<file path="config.mk">
export PLATFORM = sky130hd
export DESIGN_NAME = bgra_to_packed_pixel_writer_unit
export DESIGN_NICKNAME = d
export VERILOG_FILES = /design/src/rtl/bpw_pkg.sv /design/src/rtl/bpw_front.sv /design/src/rtl/bpw_queue.sv /design/src/rtl/bpw_back.sv /design/src/rtl/bgra_to_packed_pixel_writer_unit.sv
export SDC_FILE = /design/constraint.sdc
export NUM_CORES = 2
export LEC_CHECK = 0
export ABC_CLOCK_PERIOD_IN_PS = 13400
export BUFFER_PORTS_ARGS = -buffer_cell sky130_fd_sc_hd__buf_4
export CAP_MARGIN = 5
export CELL_PAD_IN_SITES_DETAIL_PLACEMENT = 0
export CELL_PAD_IN_SITES_GLOBAL_PLACEMENT = 1
export CORE_UTILIZATION = 55
export DETAILED_ROUTE_END_ITERATION = 8
export GPL_ROUTABILITY_DRIVEN = 0
export PLACE_DENSITY_LB_ADDON = 0.1
export RECOVER_POWER = 25
export SYNTH_ARGS = -nofsm -noshare
export SYNTH_HDL_FRONTEND = slang
export SYNTH_SLANG_ARGS = --single-unit
</file>
<file path="constraint.sdc">
create_clock -name clock -period 13.4 [get_ports clock]
set_clock_uncertainty 0.15 [all_clocks]
set_input_delay 2.68 -clock clock [delete_from_list [all_inputs] [get_ports clock]]
set_output_delay 2.68 -clock clock [all_outputs]
set_load 0.05 [all_outputs]
</file>
<file path="src/rtl/bpw_pkg.sv">
package bpw_pkg;

   localparam int COORD_W    = 12;
   localparam int CHAN_W     = 8;
   localparam int ADDR_W     = 24;
   localparam int WORD_W     = 16;
   localparam int FMT_W      = 9;
   localparam int LIMIT_W    = 13;
   localparam int LINE_W     = 16;
   localparam int BASE_W     = 24;
   localparam int MAP_W      = 25;
   localparam int CSR_IDX_W  = 3;
   localparam int CSR_DATA_W = 25;
   localparam int SCALED_W   = 24;
   localparam int PROD_W     = COORD_W + LINE_W;
   localparam int SUM_W      = 30;
   localparam int QUEUE_DEPTH = 4;
   localparam int QPTR_W     = $clog2(QUEUE_DEPTH);
   localparam int QCNT_W     = QPTR_W + 1;
   localparam logic [4:0] LEN_MAX = 5'd16;

   localparam logic [FMT_W-1:0]   RED_FORMAT_RST   = 9'd363;
   localparam logic [FMT_W-1:0]   GREEN_FORMAT_RST = 9'd166;
   localparam logic [FMT_W-1:0]   BLUE_FORMAT_RST  = 9'd5;
   localparam logic [LIMIT_W-1:0] WIDTH_LIMIT_RST  = 13'd320;
   localparam logic [LIMIT_W-1:0] HEIGHT_LIMIT_RST = 13'd240;
   localparam logic [LINE_W-1:0]  LINE_BYTES_RST   = 16'd640;
   localparam logic [BASE_W-1:0]  BASE_OFFSET_RST  = 24'd0;
   localparam logic [MAP_W-1:0]   MAP_BYTES_RST    = 25'd153600;

   typedef enum logic [CSR_IDX_W-1:0] {
      CSR_RED_FORMAT   = 3'd0,
      CSR_GREEN_FORMAT = 3'd1,
      CSR_BLUE_FORMAT  = 3'd2,
      CSR_WIDTH_LIMIT  = 3'd3,
      CSR_HEIGHT_LIMIT = 3'd4,
      CSR_LINE_BYTES   = 3'd5,
      CSR_BASE_OFFSET  = 3'd6,
      CSR_MAP_BYTES    = 3'd7
   } csr_index_type;

   typedef struct packed {
      logic [COORD_W-1:0] column;
      logic [COORD_W-1:0] row;
      logic [CHAN_W-1:0]  red_in;
      logic [CHAN_W-1:0]  green_in;
      logic [CHAN_W-1:0]  blue_in;
      logic               frame_start;
   } req_type;

   typedef struct packed {
      logic [ADDR_W-1:0] byte_address;
      logic [WORD_W-1:0] pixel_word;
      logic              out_of_range;
   } rsp_type;

   typedef struct packed {
      logic [FMT_W-1:0]   red_format;
      logic [FMT_W-1:0]   green_format;
      logic [FMT_W-1:0]   blue_format;
      logic [LIMIT_W-1:0] width_limit;
      logic [LIMIT_W-1:0] height_limit;
      logic [LINE_W-1:0]  line_bytes;
      logic [BASE_W-1:0]  base_offset;
      logic [MAP_W-1:0]   map_bytes;
   } cfg_type;

   // classified word as it sits in the queue
   typedef struct packed {
      logic [COORD_W-1:0] column;
      logic [COORD_W-1:0] row;
      logic [CHAN_W-1:0]  red_in;
      logic [CHAN_W-1:0]  green_in;
      logic [CHAN_W-1:0]  blue_in;
      logic               frame_start;
      logic               clipped;
   } entry_type;

   // c * (2^len - 1) as (c << len) - c, length clamped to sixteen
   function automatic logic [SCALED_W-1:0] scale_numer(input logic [CHAN_W-1:0] chan,
                                                        input logic [FMT_W-1:0] fmt);
      logic [4:0]          len;
      logic [SCALED_W-1:0] c_ext;
      len = fmt[4:0];
      if (len > LEN_MAX) begin
         len = LEN_MAX;
      end
      c_ext = {{(SCALED_W-CHAN_W){1'b0}}, chan};
      return (c_ext << len) - c_ext;
   endfunction

   // x / 255: estimate never exceeds the quotient and is at most one short
   function automatic logic [WORD_W-1:0] div255(input logic [SCALED_W-1:0] x);
      logic [SCALED_W:0] n;
      logic [16:0]       q;
      logic [SCALED_W:0] r;
      n = {1'b0, x} + {9'b0, x[23:8]} + {17'b0, x[23:16]};
      q = n[24:8];
      r = {1'b0, x} - ({q, 8'b0} - {8'b0, q});
      if (r >= 25'd255) begin
         q = q + 17'd1;
      end
      return q[WORD_W-1:0];
   endfunction

   function automatic logic [WORD_W-1:0] place(input logic [WORD_W-1:0] q,
                                                input logic [FMT_W-1:0] fmt);
      logic [31:0] w;
      w = {16'b0, q} << fmt[8:5];
      return w[WORD_W-1:0];
   endfunction

endpackage

</file>
<file path="src/rtl/bpw_front.sv">
module bpw_front #(
   parameter int COORD_BITS = 12
) (
   input  logic               req_valid,
   input  bpw_pkg::req_type   req_word,
   input  bpw_pkg::cfg_type   cfg,
   input  logic               queue_full,
   output logic               req_stall,
   output logic               push,
   output bpw_pkg::entry_type entry
);

   localparam int CBITS = (COORD_BITS < bpw_pkg::COORD_W) ? COORD_BITS : bpw_pkg::COORD_W;
   localparam logic [bpw_pkg::COORD_W-1:0] CMASK =
      {bpw_pkg::COORD_W{1'b1}} >> (bpw_pkg::COORD_W - CBITS);

   logic [bpw_pkg::COORD_W-1:0] col;
   logic [bpw_pkg::COORD_W-1:0] row;
   logic                        clip;

   assign req_stall = queue_full;

   always_comb begin
      col  = req_word.column & CMASK;
      row  = req_word.row & CMASK;
      clip = ({1'b0, col} >= cfg.width_limit) || ({1'b0, row} >= cfg.height_limit);

      entry.column      = col;
      entry.row         = row;
      entry.red_in      = req_word.red_in;
      entry.green_in    = req_word.green_in;
      entry.blue_in     = req_word.blue_in;
      entry.frame_start = req_word.frame_start;
      entry.clipped     = clip;

      // drop clipped words outright unless they carry a frame start
      push = req_valid && !req_stall && (!clip || req_word.frame_start);
   end

endmodule

</file>
<file path="src/rtl/bpw_queue.sv">
module bpw_queue (
   input  logic               clock,
   input  logic               reset,
   input  logic               push,
   input  bpw_pkg::entry_type push_entry,
   input  logic               pop,
   output logic               full,
   output logic               not_empty,
   output bpw_pkg::entry_type head
);

   bpw_pkg::entry_type              slot_ff [bpw_pkg::QUEUE_DEPTH];
   logic [bpw_pkg::QPTR_W-1:0]      wr_ptr_ff, wr_ptr_in;
   logic [bpw_pkg::QPTR_W-1:0]      rd_ptr_ff, rd_ptr_in;
   logic [bpw_pkg::QCNT_W-1:0]      count_ff, count_in;
   logic                            do_pop;

   assign full      = (count_ff == bpw_pkg::QCNT_W'(bpw_pkg::QUEUE_DEPTH));
   assign not_empty = (count_ff != '0);
   assign head      = slot_ff[rd_ptr_ff];
   assign do_pop    = pop && not_empty;

   always_comb begin
      wr_ptr_in = push ? wr_ptr_ff + 1'b1 : wr_ptr_ff;
      rd_ptr_in = do_pop ? rd_ptr_ff + 1'b1 : rd_ptr_ff;
      count_in  = count_ff;
      if (push && !do_pop) begin
         count_in = count_ff + 1'b1;
      end else if (do_pop && !push) begin
         count_in = count_ff - 1'b1;
      end
   end

   always_ff @(posedge clock) begin
      if (reset) begin
         wr_ptr_ff <= '0;
         rd_ptr_ff <= '0;
         count_ff  <= '0;
      end else begin
         wr_ptr_ff <= wr_ptr_in;
         rd_ptr_ff <= rd_ptr_in;
         count_ff  <= count_in;
      end
   end

   always_ff @(posedge clock) begin
      if (push) begin
         slot_ff[wr_ptr_ff] <= push_entry;
      end
   end

endmodule

</file>
<file path="src/rtl/bpw_back.sv">
module bpw_back #(
   parameter int ADDR_BITS = 24
) (
   input  logic               clock,
   input  logic               reset,
   input  bpw_pkg::cfg_type   cfg,
   input  logic               not_empty,
   input  bpw_pkg::entry_type head,
   output logic               pop,
   output logic               rsp_valid,
   output bpw_pkg::rsp_type   rsp_word,
   input  logic               rsp_stall
);

   localparam int ABITS = (ADDR_BITS < bpw_pkg::ADDR_W) ? ADDR_BITS : bpw_pkg::ADDR_W;
   localparam logic [bpw_pkg::ADDR_W-1:0] AMASK =
      {bpw_pkg::ADDR_W{1'b1}} >> (bpw_pkg::ADDR_W - ABITS);

   typedef struct packed {
      logic [bpw_pkg::SCALED_W-1:0] x_red;
      logic [bpw_pkg::SCALED_W-1:0] x_green;
      logic [bpw_pkg::SCALED_W-1:0] x_blue;
      logic [bpw_pkg::PROD_W-1:0]   prod;
      logic [bpw_pkg::COORD_W-1:0]  column;
      logic                         frame_start;
      logic                         clipped;
   } stage1_type;

   typedef struct packed {
      logic [bpw_pkg::WORD_W-1:0] q_red;
      logic [bpw_pkg::WORD_W-1:0] q_green;
      logic [bpw_pkg::WORD_W-1:0] q_blue;
      logic [bpw_pkg::SUM_W-1:0]  addr;
      logic                       frame_start;
      logic                       clipped;
   } stage2_type;

   logic             advance;
   logic             s1_valid_ff, s1_valid_in;
   stage1_type       s1_ff, s1_in;
   logic             s2_valid_ff, s2_valid_in;
   stage2_type       s2_ff, s2_in;
   logic             rsp_valid_ff, rsp_valid_in;
   bpw_pkg::rsp_type rsp_ff, rsp_in;
   logic             aborted_ff, aborted_in;
   logic             live_abort;
   logic             oor;
   logic [bpw_pkg::WORD_W-1:0] word;

   // whole pipe moves together whenever the output slot can take a word
   assign advance   = !rsp_valid_ff || !rsp_stall;
   assign pop       = advance && not_empty;
   assign rsp_valid = rsp_valid_ff;
   assign rsp_word  = rsp_ff;

   always_comb begin
      s1_valid_in         = advance ? pop : s1_valid_ff;
      s1_in               = s1_ff;
      if (advance) begin
         s1_in.x_red       = bpw_pkg::scale_numer(head.red_in, cfg.red_format);
         s1_in.x_green     = bpw_pkg::scale_numer(head.green_in, cfg.green_format);
         s1_in.x_blue      = bpw_pkg::scale_numer(head.blue_in, cfg.blue_format);
         s1_in.prod        = head.row * cfg.line_bytes;
         s1_in.column      = head.column;
         s1_in.frame_start = head.frame_start;
         s1_in.clipped     = head.clipped;
      end

      s2_valid_in = advance ? s1_valid_ff : s2_valid_ff;
      s2_in       = s2_ff;
      if (advance) begin
         s2_in.q_red       = bpw_pkg::div255(s1_ff.x_red);
         s2_in.q_green     = bpw_pkg::div255(s1_ff.x_green);
         s2_in.q_blue      = bpw_pkg::div255(s1_ff.x_blue);
         s2_in.addr        = bpw_pkg::SUM_W'(cfg.base_offset)
                           + bpw_pkg::SUM_W'(s1_ff.prod)
                           + bpw_pkg::SUM_W'({s1_ff.column, 1'b0});
         s2_in.frame_start = s1_ff.frame_start;
         s2_in.clipped     = s1_ff.clipped;
      end

      word = bpw_pkg::place(s2_ff.q_red, cfg.red_format)
           | bpw_pkg::place(s2_ff.q_green, cfg.green_format)
           | bpw_pkg::place(s2_ff.q_blue, cfg.blue_format);
      oor  = ({1'b0, s2_ff.addr} + 31'd2) > {6'b0, cfg.map_bytes};

      // frame start clears the latch before this word is judged
      live_abort   = aborted_ff && !s2_ff.frame_start;
      aborted_in   = aborted_ff;
      rsp_valid_in = rsp_valid_ff;
      rsp_in       = rsp_ff;
      if (advance) begin
         rsp_valid_in = 1'b0;
         if (s2_valid_ff) begin
            aborted_in = live_abort;
            if (!live_abort && !s2_ff.clipped) begin
               rsp_valid_in        = 1'b1;
               rsp_in.byte_address = s2_ff.addr[bpw_pkg::ADDR_W-1:0] & AMASK;
               rsp_in.pixel_word   = oor ? '0 : word;
               rsp_in.out_of_range = oor;
               aborted_in          = oor;
            end
         end
      end
   end

   always_ff @(posedge clock) begin
      if (reset) begin
         s1_valid_ff  <= 1'b0;
         s2_valid_ff  <= 1'b0;
         rsp_valid_ff <= 1'b0;
         aborted_ff   <= 1'b0;
      end else begin
         s1_valid_ff  <= s1_valid_in;
         s2_valid_ff  <= s2_valid_in;
         rsp_valid_ff <= rsp_valid_in;
         aborted_ff   <= aborted_in;
      end
   end

   always_ff @(posedge clock) begin
      s1_ff  <= s1_in;
      s2_ff  <= s2_in;
      rsp_ff <= rsp_in;
   end

endmodule

</file>
<file path="src/rtl/bgra_to_packed_pixel_writer_unit.sv">
// BGRA to packed pixel writer.
// Input channel (req_): one source pixel per word - column, row, 8-bit red,
// green and blue, and a frame-start mark. A word is taken on a rising edge
// with req_valid high and req_stall low.
// Result channel (rsp_): at most one word per pixel - destination byte
// address, packed 16-bit pixel and an out-of-range flag. Clipped pixels and
// pixels of an aborted frame give no word. A write past map_bytes gives one
// word with out_of_range set and pixel_word zero, and mutes the frame until
// the next frame start.
// Configuration (csr_): write csr_data to register csr_index while
// csr_write_enable is high; only change it while the block is idle.
// An accepted word passes the queue, then the stage-one, stage-two and
// result registers. Throughput: one word per cycle while rsp_stall is low;
// set by three back stages: multiplier, divide-by-255, pack and bound check.
// Reset (synchronous) restores register defaults, empties the queue and
// clears the abort latch. When the receiver stalls, the back pipe holds and
// the four-entry queue fills; req_stall rises once it is full.
module bgra_to_packed_pixel_writer_unit #(
   parameter int ADDR_BITS  = 24,
   parameter int COORD_BITS = 12
) (
   input  logic                              clock,
   input  logic                              reset,
   input  logic                              req_valid,
   output logic                              req_stall,
   input  bpw_pkg::req_type                  req_word,
   output logic                              rsp_valid,
   input  logic                              rsp_stall,
   output bpw_pkg::rsp_type                  rsp_word,
   input  logic                              csr_write_enable,
   input  logic [bpw_pkg::CSR_IDX_W-1:0]     csr_index,
   input  logic [bpw_pkg::CSR_DATA_W-1:0]    csr_data
);

   bpw_pkg::cfg_type   cfg_ff, cfg_in;
   logic               push;
   bpw_pkg::entry_type push_entry;
   logic               queue_full;
   logic               queue_not_empty;
   bpw_pkg::entry_type head;
   logic               pop;

   // register file: each write lands in one field, truncated to its width
   always_comb begin
      cfg_in = cfg_ff;
      if (csr_write_enable) begin
         case (bpw_pkg::csr_index_type'(csr_index))
            bpw_pkg::CSR_RED_FORMAT:   cfg_in.red_format   = csr_data[bpw_pkg::FMT_W-1:0];
            bpw_pkg::CSR_GREEN_FORMAT: cfg_in.green_format = csr_data[bpw_pkg::FMT_W-1:0];
            bpw_pkg::CSR_BLUE_FORMAT:  cfg_in.blue_format  = csr_data[bpw_pkg::FMT_W-1:0];
            bpw_pkg::CSR_WIDTH_LIMIT:  cfg_in.width_limit  = csr_data[bpw_pkg::LIMIT_W-1:0];
            bpw_pkg::CSR_HEIGHT_LIMIT: cfg_in.height_limit = csr_data[bpw_pkg::LIMIT_W-1:0];
            bpw_pkg::CSR_LINE_BYTES:   cfg_in.line_bytes   = csr_data[bpw_pkg::LINE_W-1:0];
            bpw_pkg::CSR_BASE_OFFSET:  cfg_in.base_offset  = csr_data[bpw_pkg::BASE_W-1:0];
            bpw_pkg::CSR_MAP_BYTES:    cfg_in.map_bytes    = csr_data[bpw_pkg::MAP_W-1:0];
            default: begin
            end
         endcase
      end
   end

   always_ff @(posedge clock) begin
      if (reset) begin
         cfg_ff.red_format   <= bpw_pkg::RED_FORMAT_RST;
         cfg_ff.green_format <= bpw_pkg::GREEN_FORMAT_RST;
         cfg_ff.blue_format  <= bpw_pkg::BLUE_FORMAT_RST;
         cfg_ff.width_limit  <= bpw_pkg::WIDTH_LIMIT_RST;
         cfg_ff.height_limit <= bpw_pkg::HEIGHT_LIMIT_RST;
         cfg_ff.line_bytes   <= bpw_pkg::LINE_BYTES_RST;
         cfg_ff.base_offset  <= bpw_pkg::BASE_OFFSET_RST;
         cfg_ff.map_bytes    <= bpw_pkg::MAP_BYTES_RST;
      end else begin
         cfg_ff <= cfg_in;
      end
   end

   // front: accept, mask coordinates, clip against the visible window
   bpw_front #(
      .COORD_BITS (COORD_BITS)
   ) u_front (
      .req_valid  (req_valid),
      .req_word   (req_word),
      .cfg        (cfg_ff),
      .queue_full (queue_full),
      .req_stall  (req_stall),
      .push       (push),
      .entry      (push_entry)
   );

   // queue: decouple the front from back-pressure on the result side
   bpw_queue u_queue (
      .clock      (clock),
      .reset      (reset),
      .push       (push),
      .push_entry (push_entry),
      .pop        (pop),
      .full       (queue_full),
      .not_empty  (queue_not_empty),
      .head       (head)
   );

   // back: scale and pack channels, form the address, police the map bound
   bpw_back #(
      .ADDR_BITS (ADDR_BITS)
   ) u_back (
      .clock     (clock),
      .reset     (reset),
      .cfg       (cfg_ff),
      .not_empty (queue_not_empty),
      .head      (head),
      .pop       (pop),
      .rsp_valid (rsp_valid),
      .rsp_word  (rsp_word),
      .rsp_stall (rsp_stall)
   );

endmodule

</file>
# Word-level counts from Yosys, hierarchy flattened
# Memories as Yosys holds them, arrays and structs flattened. A register that Yosys moved wholly into a read port is not among the register bits.
# Cells that the tools add are included.
[word_totals]
latchBits = 0
out_inout_bits = 43
mem_bits_ro = 0
input_bits = 82
ramBits = 200
ff_bits = 364
word_cells = 134
n_memories = 1
[memory_table]
columns = ["name", "depth", "word_bits", "read_ports", "rd_clocked_by_memory_dff", "wr", "line", "rtl"]
rows = [
  ["u_queue.slot_ff", 4, 50, 1, 1, 1, "bpw_queue.sv:12", "bpw_pkg::entry_type slot_ff [bpw_pkg::QUEUE_DEPTH];"],
]
[op_classes]
magnitude_cmp = 9
mul = 1
mux = 18
reduce_logical = 33
shift = 6
n_addsub = 25
eq_ne = 8
div_mod_pow = 0
bitwise = 2
[ops]
columns = ["op", "n"]
rows = [
  ["adder 24 x 16 -> 25 bit", 3],
  ["adder 25 x 8 -> 25 bit", 3],
  ["greater-or-equal comparator 25 x 8 -> 1 bit (second input constant)", 3],
  ["subtractor 24 x 25 -> 25 bit", 3],
  ["subtractor 25 x 17 -> 25 bit", 3],
  ["left shift 8 x 5 -> 24 bit", 3],
  ["subtractor 24 x 8 -> 24 bit", 3],
  ["adder 16 x 1 -> 16 bit (second input constant)", 3],
  ["two-way mux 16 bit", 3],
  ["left shift 16 x 4 -> 16 bit", 3],
  ["bitwise OR 16 bit", 2],
  ["adder 30 x 2 -> 31 bit (second input constant)", 1],
  ["greater-than comparator 31 x 25 -> 1 bit", 1],
  ["adder 30 x 13 -> 30 bit", 1],
  ["two-way mux 5 bit", 6],
  ["adder 24 x 28 -> 29 bit", 1],
  ["multiplier 12 x 16 -> 28 bit", 1],
  ["greater-or-equal comparator 12 x 13 -> 1 bit", 2],
  ["AND reduction 2 bit", 9],
  ["== test 3 bit (second input constant)", 5],
  ["greater-than comparator 5 bit (second input constant)", 3],
  ["zero test 1 bit", 9],
  ["logical AND 1 bit", 8],
  ["== test 3 x 2 -> 1 bit (second input constant)", 2],
  ["12 further kinds", 21],
]

# Longest topological paths before layout
[depth]
depth_word = 9
mapped_depth = 33
depth_no_buf = 31

# Hierarchy
# From an unflattened synthesis, not the netlist that was laid out.
[unflattened]
hier_cells = 4265
area_unflattened_um2 = 43979.7
[by_module_without_submodules]
columns = ["module", "cells_per_inst", "n_inst", "area_per_inst_um2", "seq_area_each_um2"]
rows = [
  ["bpw_back", 3372, 1, 30484.2, 7106.8],
  ["bpw_queue", 306, 1, 7711.1, 6185.9],
  ["bgra_to_packed_pixel_writer_unit", 442, 1, 4759.6, 2362.3],
  ["bpw_front", 145, 1, 1024.7, 0.0],
]

# Least setup slack after synthesis
# No wires, ideal clock.
[synth_timing]
kind = "input -> register"
startpoint = "in rsp_stall"
endpoint = "reg u_queue.count_ff[2] in the netlist's numbering"
arrival_time_ns = 8.889
path_stages = 8
required_ns = 13.180
path_buffers = 0
setup_ns = 0.070
slack_ns = 4.291
path_cell_list = "nand2_1 o31ai_1 ha_1 inv_1 fa_1 xor2_1 or3_1 a21oi_1"
[synth_via]
elab_chain_cells = 7
elab_cells_between_ends = 9
classes_between = "mux: 1; reduce/logical: 8"
[synth_rtl]
columns = ["element", "line", "rtl"]
rows = [
  ["start, declared", "bgra_to_packed_pixel_writer_unit.sv:28", "input logic rsp_stall,"],
  ["zero test 1 bit (*)", "bpw_back.sv:51", "assign advance = !rsp_valid_ff || !rsp_stall;"],
  ["logical OR 1 bit (*)", "bpw_back.sv:51", ""],
  ["logical AND 1 bit (*)", "bpw_back.sv:52", "assign pop = advance && not_empty;"],
  ["logical AND 1 bit (*)", "bpw_queue.sv:21", "assign do_pop = pop && not_empty;"],
  ["zero test 1 bit", "bpw_queue.sv:27", "if (push && !do_pop) begin"],
  ["logical AND 1 bit", "bpw_queue.sv:27", ""],
  ["two-way mux 3 bit or nonzero test 2 bit (tied branches)", "-", ""],
  ["end signal, assigned", "bpw_queue.sv:42", "count_ff <= count_in;"],
  ["end, declared", "bpw_queue.sv:15", "logic [bpw_pkg::QCNT_W-1:0] count_ff, count_in;"],
]
# Every way passes the cells marked *; elsewhere a longest branch is shown, timed or not.
# A chain may end at the register's enable or synchronous reset.

==> results.txt <==
----------------------------------------------------
[Die]
  Horizontal die dimension ... 283 um
  Die Area ... ~80000 sq um
  Number of top-level pins ... 125
  Starting density of the core ... 0.559
  Die extent in y ... 283 um
  Placeable core area ... ~78000 sq um
  Number of placement rows ... 102

[Drt]
  Total number of vias ... about 32000
  Post-Route WL ... 108000 um
  WL per Instance ... 19.4 um
  Number of DRC violations after detailed routing ... 0
  First-iteration detailed-routing DRC count ... 1985
  Post-detailed-route via-to-cell ratio ... 5.73
  Number of iterations in the first detailed-routing pass ... 8
  Antenna-violating nets left ... 0

[Placement]
  Area of placed instances ... 45300 sq um
  IO buf count ... 124
  HPWL after detailed placement ... 82400 um
  Pre-CTS setup slack ... roughly 5.3 ns

[Synthesis]
  XOR/XNOR share of the synthesized area ... 0.0569
  Number of warnings reported in the yosys synthesis log ... 0
  Post-synth EDFFs ... about 440
  Post-synthesis mux area share ... 0.0611
  Post-synthesis register bit count ... about 570
  Portion of the post-synthesis area used by sequential elements ... 0.360
  Largest family of logic cells by synthesized area ... adder cells
  Synth cell types ... 105
  Syn_area_per_cell ... 9.87 sq um
  Async SR Flop Fraction ... 0
  Area share of and/or/nand/nor cells after synthesis ... 0.154
  Mapped Area ... 43500 sq um
  Top_reg_cell synth ... edfxtp_1
  Post-Synth Adder-Cell Area ... 0.196
  Synthesized instance count ... 4411
  Post-synthesis net count ... 5057
  Area fraction in compound gates after synthesis ... 0.114

[Cells and area]
  Filler Cells Inserted ... 6794
  Multi-input logic area ... 25300 sq um
  Most common cell after layout, fill and taps aside ... inv_1
  Final design area excluding fillers ... 47100 sq um
  Sequential Area ... 15700 sq um
  Share of final-layout standard cells stronger than drive strength 1 ... 0.0672
  Commonest non-fill, non-tap cells in the layout ... 502 x inv_1, 494 x nand2_1, 435 x edfxtp_1
  P&R area growth vs syn ... 8.14%
  Number of nets in the layout ... 5107
  Core occupancy in the finished layout ... 0.605

[Clocking]
  TritonCTS Buffers ... between 50 and 60
  CTS root buf ... clkbuf_16
  CTS Sinks ... 566
  Setup Buffers After CTS ... 0
  Number of resized instances in the post-cts repair step ... 0
  Level count of the clock H-tree ... 2
  Number of buffers inserted by hold repair at cts ... 0
  CTS max path bufs ... 3
  TritonCTS clock tree ... done
  Clock-pin slew of the registers on the worst-case setup and hold paths ... 0.06 ns
  Worst skew pair latency ... 0.68 ns

[Status]
  Run status ... complete, but fails checks
  Violated checks ... capacitance limit, slew limit

[Critical path]
  FF-to-FF path depth ... 23
  CP peak stage delay ... 1.80 ns
  Worst reg2reg path endpoint ... u_back.s1_ff[41]
  Startpoint type of the worst setup path ... register
  Cell with the biggest individual delay on the critical path ... dfxtp_1
  Setup Crit Path Kind ... reg -> reg
  Critical path's most frequent cell ... fa_1
  Largest fanout on the critical path ... 28
  Worst EP arrival ... between 9 and 10 ns
  Critical Path RT ... 13.62 ns
  Cell-by-cell listing of the critical path ... mux4_2 > and2_1 > fa_1 > inv_1 > fa_1 > inv_1 > fa_1 > fa_1 > inv_1 > fa_1 > inv_1 > ha_1 > nor4_1 > o21ai_0 > nand3_1 > a41oi_1 > o41ai_1 > o21ai_0 > a31o_2 > o21ai_0 > nand2b_1 > a21oi_1 > xnor2_1
  Minimum setup slack among reg-to-reg paths ... 4.60 ns
  CP endpoint kind ... register

[Min path]
  WHS Endpoint ... u_back.s2_ff[0]
  Critical hold path startpoint ... u_back.s1_ff[0]
  Class of the tightest hold or removal check ... reg -> reg
  Hold-critical path depth ... 0

[Timing]
  Unrepaired setup endpoints after global routing ... false
  Final Hold Violating Endpoints ... 0
  Max-slew violations ... 122
  Setup_tns ... 0 ns
  Maximum operating frequency ... 0.114 GHz
  Minimum clock period after layout ... 8.80 ns
  Number of setup violations in the final report ... 0
  Transition time at the pin with the least slew margin ... approximately 2.9 ns
  Smallest setup slack after layout ... 4.60 ns
  Worst relative slew slack ... -0.962
  Final period utilization ... 0.656

[Flow run]
  Number of max-cap violations ... 3

[Global route]
  Pin count of the biggest net entering global routing ... 78
  Initial antenna violation count ... 15
  Global-route total usage across every layer ... 0.270
  Overflow after GRT ... 0
  Wire length of the first global-routing pass ... 173000 um
  Number of global-route vias before repair ... 31259

----------------------------------------------------
-- registers in the layout, indices dropped and copies added (netlist names), named ones only --
register            count
u_back.rsp_valid        1
u_queue.wr_ptr_ff       2
u_back.aborted_ff       1
u_back.s2_ff           80
u_back.s1_ff          114
u_queue.rd_ptr_ff       2
u_back.rsp_word        41
u_back.s2_valid_ff      1
u_queue.slot_ff       200
u_back.s1_valid_ff      1
u_queue.count_ff        3
cfg_ff                118
-- layout make-up --
type	instances	share of cell area
multi-input cells	3189	0.538
clock inverters	32	0.00757
well taps	1040	0.0276
diodes	5	0.000266
clock buffers	80	0.0348
repair buffers	139	0.0181
flip-flops and latches	566	0.333
inverters	506	0.0403
-- routing by layer --
metal | wire, um | GRT usage | vias to the layer above | part of all wire
li1 | - | - | 15509 | -
met1 | 50000 | 0.382 | 15389 | 0.46
met2 | 49000 | 0.431 | 751 | 0.45
met3 | 6310 | 0.0446 | 174 | 0.058
met4 | 2660 | 0.0674 | 20 | 0.025
met5 | 126 | 0 | - | 0.0012
-- synthesized netlist by cell type, drive strengths merged, types with 18 or more instances --
library cell  instances  area, sq um
nand2b               61          382
edfxtp              435        13100
mux2i                85          855
nand2               494         1850
nor4                 30          194
xnor2               198         1730
nand4                44          275
o21a                 43          323
and2                115          721
clkbuf              128          497
fa                  194         3880
mux4                 62         1450
a21o                 61          458
o22ai                18          113
nand3                80          400
o211ai               30          230
a211oi               38          285
or3                  28          175
xor2                 85          744
buf                  22          141
nor2                279         1050
a21oi               272         1370
o21ai               141          706
mux2                 31          357
nor3b                19          143
nor3                 85          430
and3                 30          188
ha                  370         4630
inv                 503         1890
dfxtp               131         2620
nor2b                64          400
-- logic make-up after synthesis --
group	Yosys count
other	1
xor gates and xnor gates	283
and+or+nand+nor	1391
muxes	178
AOI/OAI and AO/OA	772
DFF	566
buffers and inverters	656
adders and majority gates	564
-- through the flow --
step | hold WS, ns | cells
6_report | 0.281 | 5557
4_1_cts | 0.279 | 5552
5_1_grt | 0.287 | 5554
3_3_place_gp | 0.252 | 5440
2_1_floorplan | 0.250 | 4411
3_5_place_dp | 0.262 | 5440
-- worst max-delay path by stage --
stage	end	slack, ns	depth (start not counted)
2_1_floorplan	u_queue.count_ff[2]	4.29	8
3_3_place_gp	u_back.s2_ff[79]	5.43	30
3_5_place_dp	u_back.s2_ff[79]	5.34	30
4_1_cts	u_back.s2_ff[79]	5.28	30
5_1_grt	u_back.s1_ff[40]	4.07	25
6_report	u_back.s1_ff[41]	4.60	23
-- worst max-delay path: cells and delay by family (launching register included) --
family	cells	cell delay [ns]
fa+ha+maj	6	2.79
flops	1	1.80
compound gates	7	1.75
mux	1	0.90
simple gates	4	0.78
buf+inv	4	0.22
xor+xnor	1	0.08
Power is not shown: default switching activity piles up to over one toggle a cycle in this logic, so the estimate is an artifact.
